<file path="src/design/sync_length_xor_frame_deframer_top_macros.svh">
`ifndef SYNC_LENGTH_XOR_FRAME_DEFRAMER_TOP_MACROS_SVH
`define SYNC_LENGTH_XOR_FRAME_DEFRAMER_TOP_MACROS_SVH

// implication check on the block clock, off during reset
`define SLDF_ASSERT(lbl, prop, msg) \
   lbl: assert property (@(posedge clock) disable iff (reset) prop) else $error(msg);

// condition that must never hold
`define SLDF_NEVER(lbl, expr, msg) \
   lbl: assert property (@(posedge clock) disable iff (reset) !(expr)) else $error(msg);

`endif

</file>
<file path="src/design/sldf_pkg.sv">
package sldf_pkg;

   localparam logic [7:0] SYNC_A            = 8'hAA;
   localparam logic [7:0] SYNC_B            = 8'h55;
   localparam int         LEN_MAX           = 60;
   localparam int         BUF_DEPTH_DEFAULT = 64;
   localparam int         IDX_W             = 6;
   localparam logic [5:0] MAX_PAYLOAD_RESET = 6'd60;

   typedef enum logic [2:0] {
      HUNT,
      SYNC2,
      CMD,
      LEN,
      PAYLOAD,
      CHK,
      REPLAY
   } phase_type;

   typedef struct packed {
      logic             en;
      logic [IDX_W-1:0] addr;
      logic [7:0]       data;
   } buf_wr_type;

   typedef struct packed {
      logic             en;
      logic [IDX_W-1:0] addr;
   } buf_rd_type;

endpackage

</file>
<file path="src/design/sldf_buf.sv">
module sldf_buf #(
   parameter int BUF_DEPTH = sldf_pkg::BUF_DEPTH_DEFAULT
) (
   input  logic                clock,
   input  sldf_pkg::buf_wr_type wr,
   input  sldf_pkg::buf_rd_type rd,
   output logic [7:0]          rd_data
);

   localparam int AW = $clog2(BUF_DEPTH);

   logic [7:0] store_ff [BUF_DEPTH];
   logic [7:0] rd_data_ff;

   always_ff @(posedge clock) begin
      if (wr.en) begin
         store_ff[wr.addr[AW-1:0]] <= wr.data;
      end
   end

   // read data holds until the next read
   always_ff @(posedge clock) begin
      if (rd.en) begin
         rd_data_ff <= store_ff[rd.addr[AW-1:0]];
      end
   end

   assign rd_data = rd_data_ff;

endmodule

</file>
<file path="src/design/sync_length_xor_frame_deframer_top.sv">
// channel   | direction | handshake            | payload
// req       | in        | req_valid/req_ready  | req_rx_byte
// rsp       | out       | rsp_valid/rsp_ready  | rsp_command .. rsp_last
// csr       | in        | csr_valid/csr_ready  | csr_max_payload
//
// one received byte is taken per cycle while a frame is being collected, but the
// checksum byte waits while rsp is valid; a good checksum byte starts a replay of N
// payload results from the buffer read port, one per cycle unless rsp stalls; no byte is taken meanwhile
// an empty frame gives its one result straight from the checksum byte
// synchronous reset clears control state; the payload buffer is not cleared
// a stalled rsp holds the replay; csr writes are always taken
`include "sync_length_xor_frame_deframer_top_macros.svh"

module sync_length_xor_frame_deframer_top #(
   parameter int BUF_DEPTH = sldf_pkg::BUF_DEPTH_DEFAULT
) (
   input  logic       clock,
   input  logic       reset,
   input  logic       req_valid,
   output logic       req_ready,
   input  logic [7:0] req_rx_byte,
   output logic       rsp_valid,
   input  logic       rsp_ready,
   output logic [7:0] rsp_command,
   output logic [5:0] rsp_payload_len,
   output logic [5:0] rsp_byte_index,
   output logic [7:0] rsp_payload_byte,
   output logic       rsp_has_payload,
   output logic       rsp_last,
   input  logic       csr_valid,
   output logic       csr_ready,
   input  logic [5:0] csr_max_payload
);

   localparam int LenCap = (BUF_DEPTH < sldf_pkg::LEN_MAX) ? BUF_DEPTH : sldf_pkg::LEN_MAX;

   sldf_pkg::phase_type state_ff, state_in;
   logic [5:0] max_ff;
   logic [7:0] cmd_ff, cmd_in;
   logic [5:0] len_ff, len_in;
   logic [5:0] fill_ff, fill_in;
   logic [7:0] xor_ff, xor_in;
   logic [5:0] rd_idx_ff, rd_idx_in;
   logic       pend_ff, pend_in;
   logic [5:0] pend_idx_ff, pend_idx_in;

   logic       rsp_valid_ff, rsp_valid_in;
   logic [7:0] rsp_cmd_ff, rsp_cmd_in;
   logic [5:0] rsp_len_ff, rsp_len_in;
   logic [5:0] rsp_idx_ff, rsp_idx_in;
   logic [7:0] rsp_byte_ff, rsp_byte_in;
   logic       rsp_has_ff, rsp_has_in;
   logic       rsp_last_ff, rsp_last_in;

   logic       acc;
   logic       load_pend;
   logic       load_empty;
   logic       issue;
   logic [6:0] lim;
   logic [5:0] fill_next;
   logic [7:0] rd_data;

   sldf_pkg::buf_wr_type wr;
   sldf_pkg::buf_rd_type rd;

   sldf_buf #(
      .BUF_DEPTH(BUF_DEPTH)
   ) u_buf (
      .clock  (clock),
      .wr     (wr),
      .rd     (rd),
      .rd_data(rd_data)
   );

   assign csr_ready = 1'b1;
   assign lim       = ({1'b0, max_ff} > 7'(LenCap)) ? 7'(LenCap) : {1'b0, max_ff};
   assign fill_next = fill_ff + 6'd1;

   assign req_ready = (state_ff != sldf_pkg::REPLAY) &&
                      !((state_ff == sldf_pkg::CHK) && rsp_valid_ff);
   assign acc       = req_valid && req_ready;
   assign load_pend = pend_ff && (!rsp_valid_ff || rsp_ready);
   assign issue     = (state_ff == sldf_pkg::REPLAY) && (rd_idx_ff != len_ff) &&
                      (!pend_ff || load_pend);

   always_comb begin
      state_in   = state_ff;
      cmd_in     = cmd_ff;
      len_in     = len_ff;
      fill_in    = fill_ff;
      xor_in     = xor_ff;
      rd_idx_in  = rd_idx_ff;
      load_empty = 1'b0;
      wr.en      = 1'b0;
      wr.addr    = fill_ff;
      wr.data    = req_rx_byte;
      rd.en      = issue;
      rd.addr    = rd_idx_ff;
      case (state_ff)
         sldf_pkg::SYNC2: begin
            if (acc) begin
               state_in = (req_rx_byte == sldf_pkg::SYNC_B) ? sldf_pkg::CMD : sldf_pkg::HUNT;
            end
         end
         sldf_pkg::CMD: begin
            if (acc) begin
               cmd_in   = req_rx_byte;
               xor_in   = req_rx_byte;
               state_in = sldf_pkg::LEN;
            end
         end
         sldf_pkg::LEN: begin
            if (acc) begin
               xor_in  = xor_ff ^ req_rx_byte;
               fill_in = '0;
               if (req_rx_byte == 8'd0) begin
                  len_in   = '0;
                  state_in = sldf_pkg::CHK;
               end else if (req_rx_byte > {1'b0, lim}) begin
                  state_in = sldf_pkg::HUNT;
               end else begin
                  len_in   = req_rx_byte[5:0];
                  state_in = sldf_pkg::PAYLOAD;
               end
            end
         end
         sldf_pkg::PAYLOAD: begin
            if (acc) begin
               wr.en   = 1'b1;
               xor_in  = xor_ff ^ req_rx_byte;
               fill_in = fill_next;
               if (fill_next >= len_ff) begin
                  state_in = sldf_pkg::CHK;
               end
            end
         end
         sldf_pkg::CHK: begin
            if (acc) begin
               state_in = sldf_pkg::HUNT;
               if (req_rx_byte == xor_ff) begin
                  if (len_ff == 6'd0) begin
                     load_empty = 1'b1;
                  end else begin
                     rd_idx_in = '0;
                     state_in  = sldf_pkg::REPLAY;
                  end
               end
            end
         end
         sldf_pkg::REPLAY: begin
            if (issue) begin
               rd_idx_in = rd_idx_ff + 6'd1;
            end
            // leave only once the buffer read stage has drained
            if ((rd_idx_ff == len_ff) && (!pend_ff || load_pend)) begin
               state_in = sldf_pkg::HUNT;
            end
         end
         default: begin
            if (acc) begin
               state_in = (req_rx_byte == sldf_pkg::SYNC_A) ? sldf_pkg::SYNC2 : sldf_pkg::HUNT;
            end
         end
      endcase
   end

   always_comb begin
      pend_in      = issue ? 1'b1 : (load_pend ? 1'b0 : pend_ff);
      pend_idx_in  = issue ? rd_idx_ff : pend_idx_ff;
      rsp_valid_in = (load_pend || load_empty) ? 1'b1 : (rsp_ready ? 1'b0 : rsp_valid_ff);
      rsp_cmd_in   = rsp_cmd_ff;
      rsp_len_in   = rsp_len_ff;
      rsp_idx_in   = rsp_idx_ff;
      rsp_byte_in  = rsp_byte_ff;
      rsp_has_in   = rsp_has_ff;
      rsp_last_in  = rsp_last_ff;
      if (load_pend) begin
         rsp_cmd_in  = cmd_ff;
         rsp_len_in  = len_ff;
         rsp_idx_in  = pend_idx_ff;
         rsp_byte_in = rd_data;
         rsp_has_in  = 1'b1;
         rsp_last_in = (pend_idx_ff + 6'd1) == len_ff;
      end else if (load_empty) begin
         rsp_cmd_in  = cmd_ff;
         rsp_len_in  = '0;
         rsp_idx_in  = '0;
         rsp_byte_in = '0;
         rsp_has_in  = 1'b0;
         rsp_last_in = 1'b1;
      end
   end

   always_ff @(posedge clock) begin
      if (reset) begin
         state_ff     <= sldf_pkg::HUNT;
         max_ff       <= sldf_pkg::MAX_PAYLOAD_RESET;
         cmd_ff       <= '0;
         len_ff       <= '0;
         fill_ff      <= '0;
         xor_ff       <= '0;
         rd_idx_ff    <= '0;
         pend_ff      <= 1'b0;
         rsp_valid_ff <= 1'b0;
      end else begin
         state_ff     <= state_in;
         cmd_ff       <= cmd_in;
         len_ff       <= len_in;
         fill_ff      <= fill_in;
         xor_ff       <= xor_in;
         rd_idx_ff    <= rd_idx_in;
         pend_ff      <= pend_in;
         rsp_valid_ff <= rsp_valid_in;
         if (csr_valid && csr_ready) begin
            max_ff <= csr_max_payload;
         end
      end
   end

   always_ff @(posedge clock) begin
      pend_idx_ff <= pend_idx_in;
      rsp_cmd_ff  <= rsp_cmd_in;
      rsp_len_ff  <= rsp_len_in;
      rsp_idx_ff  <= rsp_idx_in;
      rsp_byte_ff <= rsp_byte_in;
      rsp_has_ff  <= rsp_has_in;
      rsp_last_ff <= rsp_last_in;
   end

   assign rsp_valid        = rsp_valid_ff;
   assign rsp_command      = rsp_cmd_ff;
   assign rsp_payload_len  = rsp_len_ff;
   assign rsp_byte_index   = rsp_idx_ff;
   assign rsp_payload_byte = rsp_byte_ff;
   assign rsp_has_payload  = rsp_has_ff;
   assign rsp_last         = rsp_last_ff;

   `SLDF_ASSERT(a_pend_in_replay, pend_ff |-> (state_ff == sldf_pkg::REPLAY), "read in flight outside replay")
   `SLDF_ASSERT(a_issue_pends, issue |=> pend_ff, "buffer read lost")
   `SLDF_ASSERT(a_idx_in_frame, (rsp_valid_ff && rsp_has_ff) |-> (rsp_idx_ff < rsp_len_ff), "item index beyond frame")
   `SLDF_ASSERT(a_empty_shape, (rsp_valid_ff && !rsp_has_ff) |-> (rsp_len_ff == 6'd0 && rsp_last_ff), "bad empty frame item")
   `SLDF_NEVER(a_no_wr_replay, wr.en && (state_ff == sldf_pkg::REPLAY), "buffer write during replay")

endmodule
</file>
<file path="config.mk">
export PLATFORM = sky130hd
export DESIGN_NAME = sync_length_xor_frame_deframer_top
export DESIGN_NICKNAME = d
export VERILOG_FILES = /design/src/design/sldf_pkg.sv /design/src/design/sldf_buf.sv /design/src/design/sync_length_xor_frame_deframer_top.sv
export VERILOG_INCLUDE_DIRS = /design/src /design/src/design
export SDC_FILE = /design/constraint.sdc
export NUM_CORES = 1
export LEC_CHECK = 0
export BUFFER_PORTS_ARGS = -buffer_cell sky130_fd_sc_hd__buf_2
export CAP_MARGIN = 20
export CORE_AREA = 5 5 318 320
export DETAILED_ROUTE_END_ITERATION = 16
export DIE_AREA = 0 0 323 325
export SKIP_LAST_GASP = 1
export SYNTH_ARGS = -nofsm -noshare
export SYNTH_HDL_FRONTEND = slang
export SYNTH_SLANG_ARGS = --single-unit
</file>
<file path="constraint.sdc">
create_clock -name clock -period 4 [get_ports clock]
set_input_delay 0.2 -clock clock [delete_from_list [all_inputs] [get_ports clock]]
set_output_delay 0.2 -clock clock [all_outputs]
set_load 0.03 [all_outputs]
</file>
# Word level (Yosys, flattened, before mapping)
# Memories as Yosys holds them, arrays and structs flattened. A register that Yosys moved wholly into a read port is not among the register bits.
# Index checks and enable logic that the tools add are counted.
dict set report totals {
  ff_bits 81
  word_cells 128
  latch_bits 0
  out_inout_bits 33
  in_bits 19
  ram_bits 512
  n_memories 1
  mem_bits_ro 0
}
dict set report op_classes {
  n_reduce_logical 29
  n_lt_le_gt_ge 3
  shifts 0
  eq_ne 25
  div_mod_pow 0
  bitwise_logic 1
  mul 0
  n_addsub 3
  mux 50
}
# name depth word_bits rd rd_clocked_by_memory_dff wr line
set mem_list {}
lappend mem_list {u_buf.store_ff 64 8 1 1 1 sldf_buf.sv:12} ;# logic [7:0] store_ff [BUF_DEPTH];
# cell count
set op_table {}
lappend op_table {{6-bit 2-to-1 mux} 12}
lappend op_table {{8-bit 2-to-1 mux} 6}
lappend op_table {{3-bit 2-to-1 mux} 12}
lappend op_table {{6-bit case mux with 2 select lines} 2}
lappend op_table {{6-bit by 1-bit adder with 6-bit output (second input constant)} 3}
lappend op_table {{2-bit inequality test (second input constant)} 9}
lappend op_table {{3-bit case mux with 6 select lines} 1}
lappend op_table {{8-bit case mux with 2 select lines} 1}
lappend op_table {{1-bit 2-to-1 mux} 15}
lappend op_table {{2-bit nonzero test} 7}
lappend op_table {{6-bit equality test} 2}
lappend op_table {{3-bit equality test (second input constant)} 3}
lappend op_table {{3-bit AND reduction} 3}
lappend op_table {{8-bit by 7-bit equality test with 1-bit output (second input constant)} 1}
lappend op_table {{8-bit equality test} 1}
lappend op_table {{8-bit equality test (second input constant)} 1}
lappend op_table {{8-bit by 6-bit greater-than comparator with 1-bit output} 1}
lappend op_table {{8-bit logical NOT} 1}
lappend op_table {{8-bit AND reduction} 1}
lappend op_table {{8-bit bitwise XOR} 1}
lappend op_table {{1-bit logical AND} 7}
lappend op_table {{3-bit by 2-bit equality test with 1-bit output (second input constant)} 2}
lappend op_table {{6-bit greater-or-equal comparator} 1}
lappend op_table {{6-bit greater-than comparator (second input constant)} 1}
lappend op_table {{11 further kinds} 17}

# Depth between registers and ports, before layout
dict set report logic_depth {
  word_depth 9
  depth_mapped 9
  mapped_depth_nobuf 9
}

# Cells and area by module
# From an unflattened synthesis, not the netlist that was laid out.
dict set report hier_totals {
  hier_cells 1360
  hier_area_um2 24395.9
}
# module cells_each area_per_inst_um2 instances
set modules_own_cells {}
lappend modules_own_cells {sldf_buf 940 20246.9 1}
lappend modules_own_cells {sync_length_xor_frame_deframer_top 420 4149.0 1}

# Least setup slack after synthesis
# Ideal clock, no wire load.
dict set report synth_timing {
  kind {register to register}
  start {register rsp_valid_ff (netlist: rsp_valid)}
  end {register rsp_idx_ff[0] (netlist: rsp_byte_index[0]), enable pin}
  setup_slack_ns 1.256
  arrival_ns 2.358
  t_required_ns 3.614
  stages_incl_launch_ff 6
  n_path_buf 0
  setup_time_ns 0.386
  cell_sequence {dfxtp_1 > and3b_1 > o21ai_2 > nand2_1 > or3_1 > nand2_1}
}
dict set report synth_via {
  elab_chain_cells 7
  word_cells_on_any_way 10
}
# element line
set synth_lines {}
lappend synth_lines {{from (decl)} sync_length_xor_frame_deframer_top.sv:47} ;# logic rsp_valid_ff, rsp_valid_in;
lappend synth_lines {{from (signal assigned)} sync_length_xor_frame_deframer_top.sv:213} ;# rsp_valid_ff <= rsp_valid_in;
lappend synth_lines {{1-bit logical AND} sync_length_xor_frame_deframer_top.sv:80} ;# !((state_ff == sldf_pkg::CHK) && rsp_valid_ff);
lappend synth_lines {{1-bit logical NOT} sync_length_xor_frame_deframer_top.sv:80}
lappend synth_lines {{1-bit logical AND} sync_length_xor_frame_deframer_top.sv:79} ;# assign req_ready = (state_ff != sldf_pkg::REPLAY) &&
lappend synth_lines {{named net req_ready} sync_length_xor_frame_deframer_top.sv:20} ;# output logic req_ready,
lappend synth_lines {{1-bit logical AND} sync_length_xor_frame_deframer_top.sv:81} ;# assign acc = req_valid && req_ready;
lappend synth_lines {{1-bit 2-to-1 mux} sync_length_xor_frame_deframer_top.sv:138} ;# if (acc) begin
lappend synth_lines {{1-bit 2-to-1 mux} sync_length_xor_frame_deframer_top.sv:99} ;# case (state_ff)
lappend synth_lines {{2-bit nonzero test (no line)} -}
lappend synth_lines {{to (signal assigned)} sync_length_xor_frame_deframer_top.sv:224} ;# rsp_idx_ff <= rsp_idx_in;
lappend synth_lines {{to (decl)} sync_length_xor_frame_deframer_top.sv:50} ;# logic [5:0] rsp_idx_ff, rsp_idx_in;
# The timed path passes the listed nets, and every way through them passes these cells.
# A chain may end at the register's enable or synchronous reset.

# Worst setup path after layout
dict set report layout_timing {
  start {register state_ff[2]}
  end {memory u_buf.store_ff[29][1], enable pin}
}
dict set report layout_via {
  elab_chain_cells 9
  word_cells_on_any_way 11
}
# element line
set layout_lines {}
lappend layout_lines {{from (decl)} sync_length_xor_frame_deframer_top.sv:37} ;# sldf_pkg::phase_type state_ff, state_in;
lappend layout_lines {{from (signal assigned)} sync_length_xor_frame_deframer_top.sv:196} ;# state_ff <= sldf_pkg::HUNT;
lappend layout_lines {{from (signal assigned)} sync_length_xor_frame_deframer_top.sv:206} ;# state_ff <= state_in;
lappend layout_lines {{3-bit equality test} sync_length_xor_frame_deframer_top.sv:80}
lappend layout_lines {{1-bit logical AND} sync_length_xor_frame_deframer_top.sv:80}
lappend layout_lines {{1-bit logical NOT} sync_length_xor_frame_deframer_top.sv:80}
lappend layout_lines {{1-bit logical AND} sync_length_xor_frame_deframer_top.sv:79}
lappend layout_lines {{1-bit logical AND} sync_length_xor_frame_deframer_top.sv:81}
lappend layout_lines {{1-bit 2-to-1 mux} sync_length_xor_frame_deframer_top.sv:128} ;# if (acc) begin
lappend layout_lines {{1-bit 2-to-1 mux (*)} sync_length_xor_frame_deframer_top.sv:99}
lappend layout_lines {{1-bit 2-to-1 mux (*)} sldf_buf.sv:16} ;# if (wr.en) begin
lappend layout_lines {{1-bit 2-to-1 mux (not written as such) (*)} sldf_buf.sv:17} ;# store_ff[wr.addr[AW-1:0]] <= wr.data;
lappend layout_lines {{to (decl)} sldf_buf.sv:12}
# Mark *: on every way between the ends. The rest lies on a longest branch, timed or not.

==> flow_summary.yaml <==
run_status:
  outcome: "complete, no violations"
critical_path:
  r2r-start: "state_ff[2]$_SDFFE_PP0P_"
  critPathSlowestCell: "nor2_1"
  endpoint_kind: "flop"
  worstSetupPathType: "reg -> reg"
  rr_worst_depth: 4
  timing.rr.end: "u_buf.store_ff[29][1]$_DFFE_PP_"
  path_cells: "nor3b_1 > and2_1 > nand3_1 > nor2_1"
  critical_path.max_fanout: 10
  cp_num_buf_inv: 0
  r2r_slack_ns: 0.87
  arrival_ns: 3.39
  worst_setup_path_start_kind: "flop"
  cp_data_required_time_ns: 4.26
  critPathMaxStageDelay_ns: 0.81
  cpLargestDelayFamily: "simple AND/OR/NAND/NOR gates"
cells_and_area:
  syn2layout_area_growth_pct: 17.9
  final_common_cell: "edfxtp_1"
  layout_common_cells: "edfxtp_1 (555), nor2_1 (115), mux4_2 (84)"
  stdcell_count: 2852
  fin_area_sq_um: 28600
  drive_above_1_share_pct: 20.7
  nets: 1550
logic_synthesis:
  synth-xor-area-share_pct: 0.901
  synth_edf_count: 555
  synth_mux_area_share_pct: 13.0
  ys_top_cells_by_area: "edfxtp_1 (69%), mux4_2 (7.8%), dfxtp_1 (3.8%)"
  synthArstFlopShare_pct: 0
  synth_simple_gate_area_share_pct: 5.77
  synth.distinct_cells: 69
  syn_nets: 1422
  yosysTopAreaCellShare_pct: 68.6
  yosys.area.top_type: "edfxtp_1"
  synth-seq-cells: 601
  synth-compound-area-share_pct: 5.16
  yosysSeqAreaShare_pct: 72.4
  synth_ff_type: "edfxtp_1"
  synth_area_sq_um: 24300
  syn_avg_cell_area_sq_um: 17.5
  synth_top_family_by_area: "multiplexers"
  synthCells: 1388
  yosys_warnings: 0
  synth_fa_ha_area_share_pct: 0.772
min_path:
  holdPathEnd: "max_ff[0]$_SDFFE_PP0P_"
  holdPathStages: 2
  hp-start: "reset"
  min_path_type: "in -> reg"
sta:
  period_needed_ns: 3.13
  final.setup.tns_ns: 0
  slew_violations: 0
  fin_crit_sh_pct: 78.2
  skew_ns: 0.0293
  fmax_ghz: 0.320
  worst_pin_slew_ns: 0.992
  hold_viol: 0
  final-setup-viol-count: 0
  slew_headroom_pct: 33.8
  rsz0062_at_grt: "false"
  worst_slack_ns: 0.871
route:
  via_per_inst: 4.73
  wl_per_cell_um: 21.7
  via_count: 13495
  ant_nets: 0
  initialDrtViolationCount: 1321
  drc: 0
  firstDrtPassIters: 6
  postRouteWirelength_um: 61900
clocking:
  clockBufferDepth: 3
  clock-root-buffer: "clkbuf_16"
  cts_buffers: 59
  htreeDepth: 2
  cts_tree: "done"
  cts_setup_buffers: 0
  clkLatencyLatePin_ns: 0.63
  cts.sinks: 601
  cts.reportedPaths.clkPinSlew_ns: 0.06
placement:
  placed_cells: 2723
  gp_congestion: 0.851
  dp_slack_ns: 0.891
  io_buffer_count: 50
  place_area_sq_um: 26400
  dp_hpwl_um: 39000
die:
  die_area_sq_um: 105000
  die_width_um: 323
  ios: 52
  coreArea_sq_um: 97800
  fp.dieH_um: 325
  row_count: 115
  initial_utilization_pct: 24.8
global_route:
  antenna_found_initial: 6
  grt_max_degree: 72
  grt_pass1_wl_um: 91800
  grt_pass1_vias: 13679
  grt-ovfl-total: 0
  track_usage_pct: 11.5
power:
  p_leak_nw: 8.94
  power.density_nw_per_um2: 458
  vdd_ir_drop_max_mv: 0.301
run:
  maxCapViolCount: 0
-- cells in the mapped netlist, types with 16 or more instances --
| cell | number |
|---|---|
| and3_1 | 18 |
| o22ai_1 | 20 |
| o21ai_0 | 29 |
| dfxtp_1 | 46 |
| nor2_1 | 115 |
| clkbuf_1 | 33 |
| edfxtp_1 | 555 |
| buf_2 | 21 |
| nand2_1 | 64 |
| mux4_2 | 84 |
| xor2_1 | 16 |
| mux4_1 | 20 |
| nand3_1 | 23 |
| a21oi_1 | 39 |
| mux2i_1 | 72 |
| o211ai_1 | 16 |
-- sequential cells by signal, indices dropped and copies added, names as in the netlist, 8 cells and up --
name	count
u_buf.store_ff	512
cmd_ff	8
rsp_command	8
rsp_payload_byte	8
u_buf.rd_data	8
xor_ff	8
-- stage by stage --
| stage | hold WS (ns) | util, % | power (W) |
|---|---|---|---|
| floorplan | 0.299 | - | 0.00714 |
| global placement | 0.431 | 26.9 | 0.00728 |
| detailed placement | 0.424 | 26.9 | 0.00730 |
| CTS | 0.104 | 29.3 | 0.0132 |
| global route | 0.147 | 29.3 | 0.0135 |
| finish | 0.147 | 29.3 | 0.0131 |
-- worst max-delay path by stage --
| stage | start | to | slack, ns | cells after the start |
|---|---|---|---|---|
| 2_1_floorplan | rsp_valid$_SDFFE_PP0P_ | rsp_byte_index[0]$_SDFFCE_PN0P_ | 1.26 | 5 |
| 3_3_place_gp | state_ff[2]$_SDFFE_PP0P_ | u_buf.store_ff[28][7]$_DFFE_PP_ | 0.96 | 5 |
| 3_5_place_dp | state_ff[0]$_SDFFE_PP0P_ | rsp_payload_byte[3]$_SDFFCE_PN0P_ | 0.89 | 6 |
| 4_1_cts | state_ff[0]$_SDFFE_PP0P_ | rsp_byte_index[1]$_SDFFCE_PN0P_ | 0.88 | 6 |
| 5_1_grt | state_ff[0]$_SDFFE_PP0P_ | rsp_byte_index[1]$_SDFFCE_PN0P_ | 0.67 | 6 |
| 6_report | state_ff[2]$_SDFFE_PP0P_ | u_buf.store_ff[29][1]$_DFFE_PP_ | 0.87 | 4 |
-- report_power, final --
part	switching, W	internal, W	total (W)
registers	0.0000221	0.00687	0.00689
logic	0.000212	0.0000766	0.000289
clock network	0.00239	0.00354	0.00593
total	0.00262	0.0105	0.0131
-- per-layer routing --
| layer | vias up | track usage (%) | routed length (um) |
|---|---|---|---|
| li1 | 5849 | - | - |
| met2 | 548 | 19.3 | 30300 |
| met4 | 0 | 3.47 | 1410 |
| met5 | - | 0 | 0 |
| met3 | 96 | 1.74 | 3750 |
| met1 | 7002 | 15.5 | 26400 |
-- repair_timing --
item                                   CTS  global route
hold buffers                            19             0
gates resized for setup                  0             0
endpoints found under the hold margin   10             0
-- final cells by class --
cell class	count	area, sq um
Antenna cell	1	2.50
Clock buffer	72	1590
Clock inverter	37	509
Fill cell	9587	69200
Inverter	15	56.3
Multi-Input combinational cell	693	6220
Sequential cell	601	17600
Tap cell	1287	1610
Timing Repair Buffer	146	1070
-- cells by family after synthesis --
kind of cell / after synthesis
AOI/OAI and AO/OA: 184
xor gates and xnor gates: 25
adders and majority gates: 15
buffers and inverters: 94
DFF: 601
muxes: 177
other: 1
and+or+nand+nor: 291
Note: power is estimated with default switching activity, not from simulation.
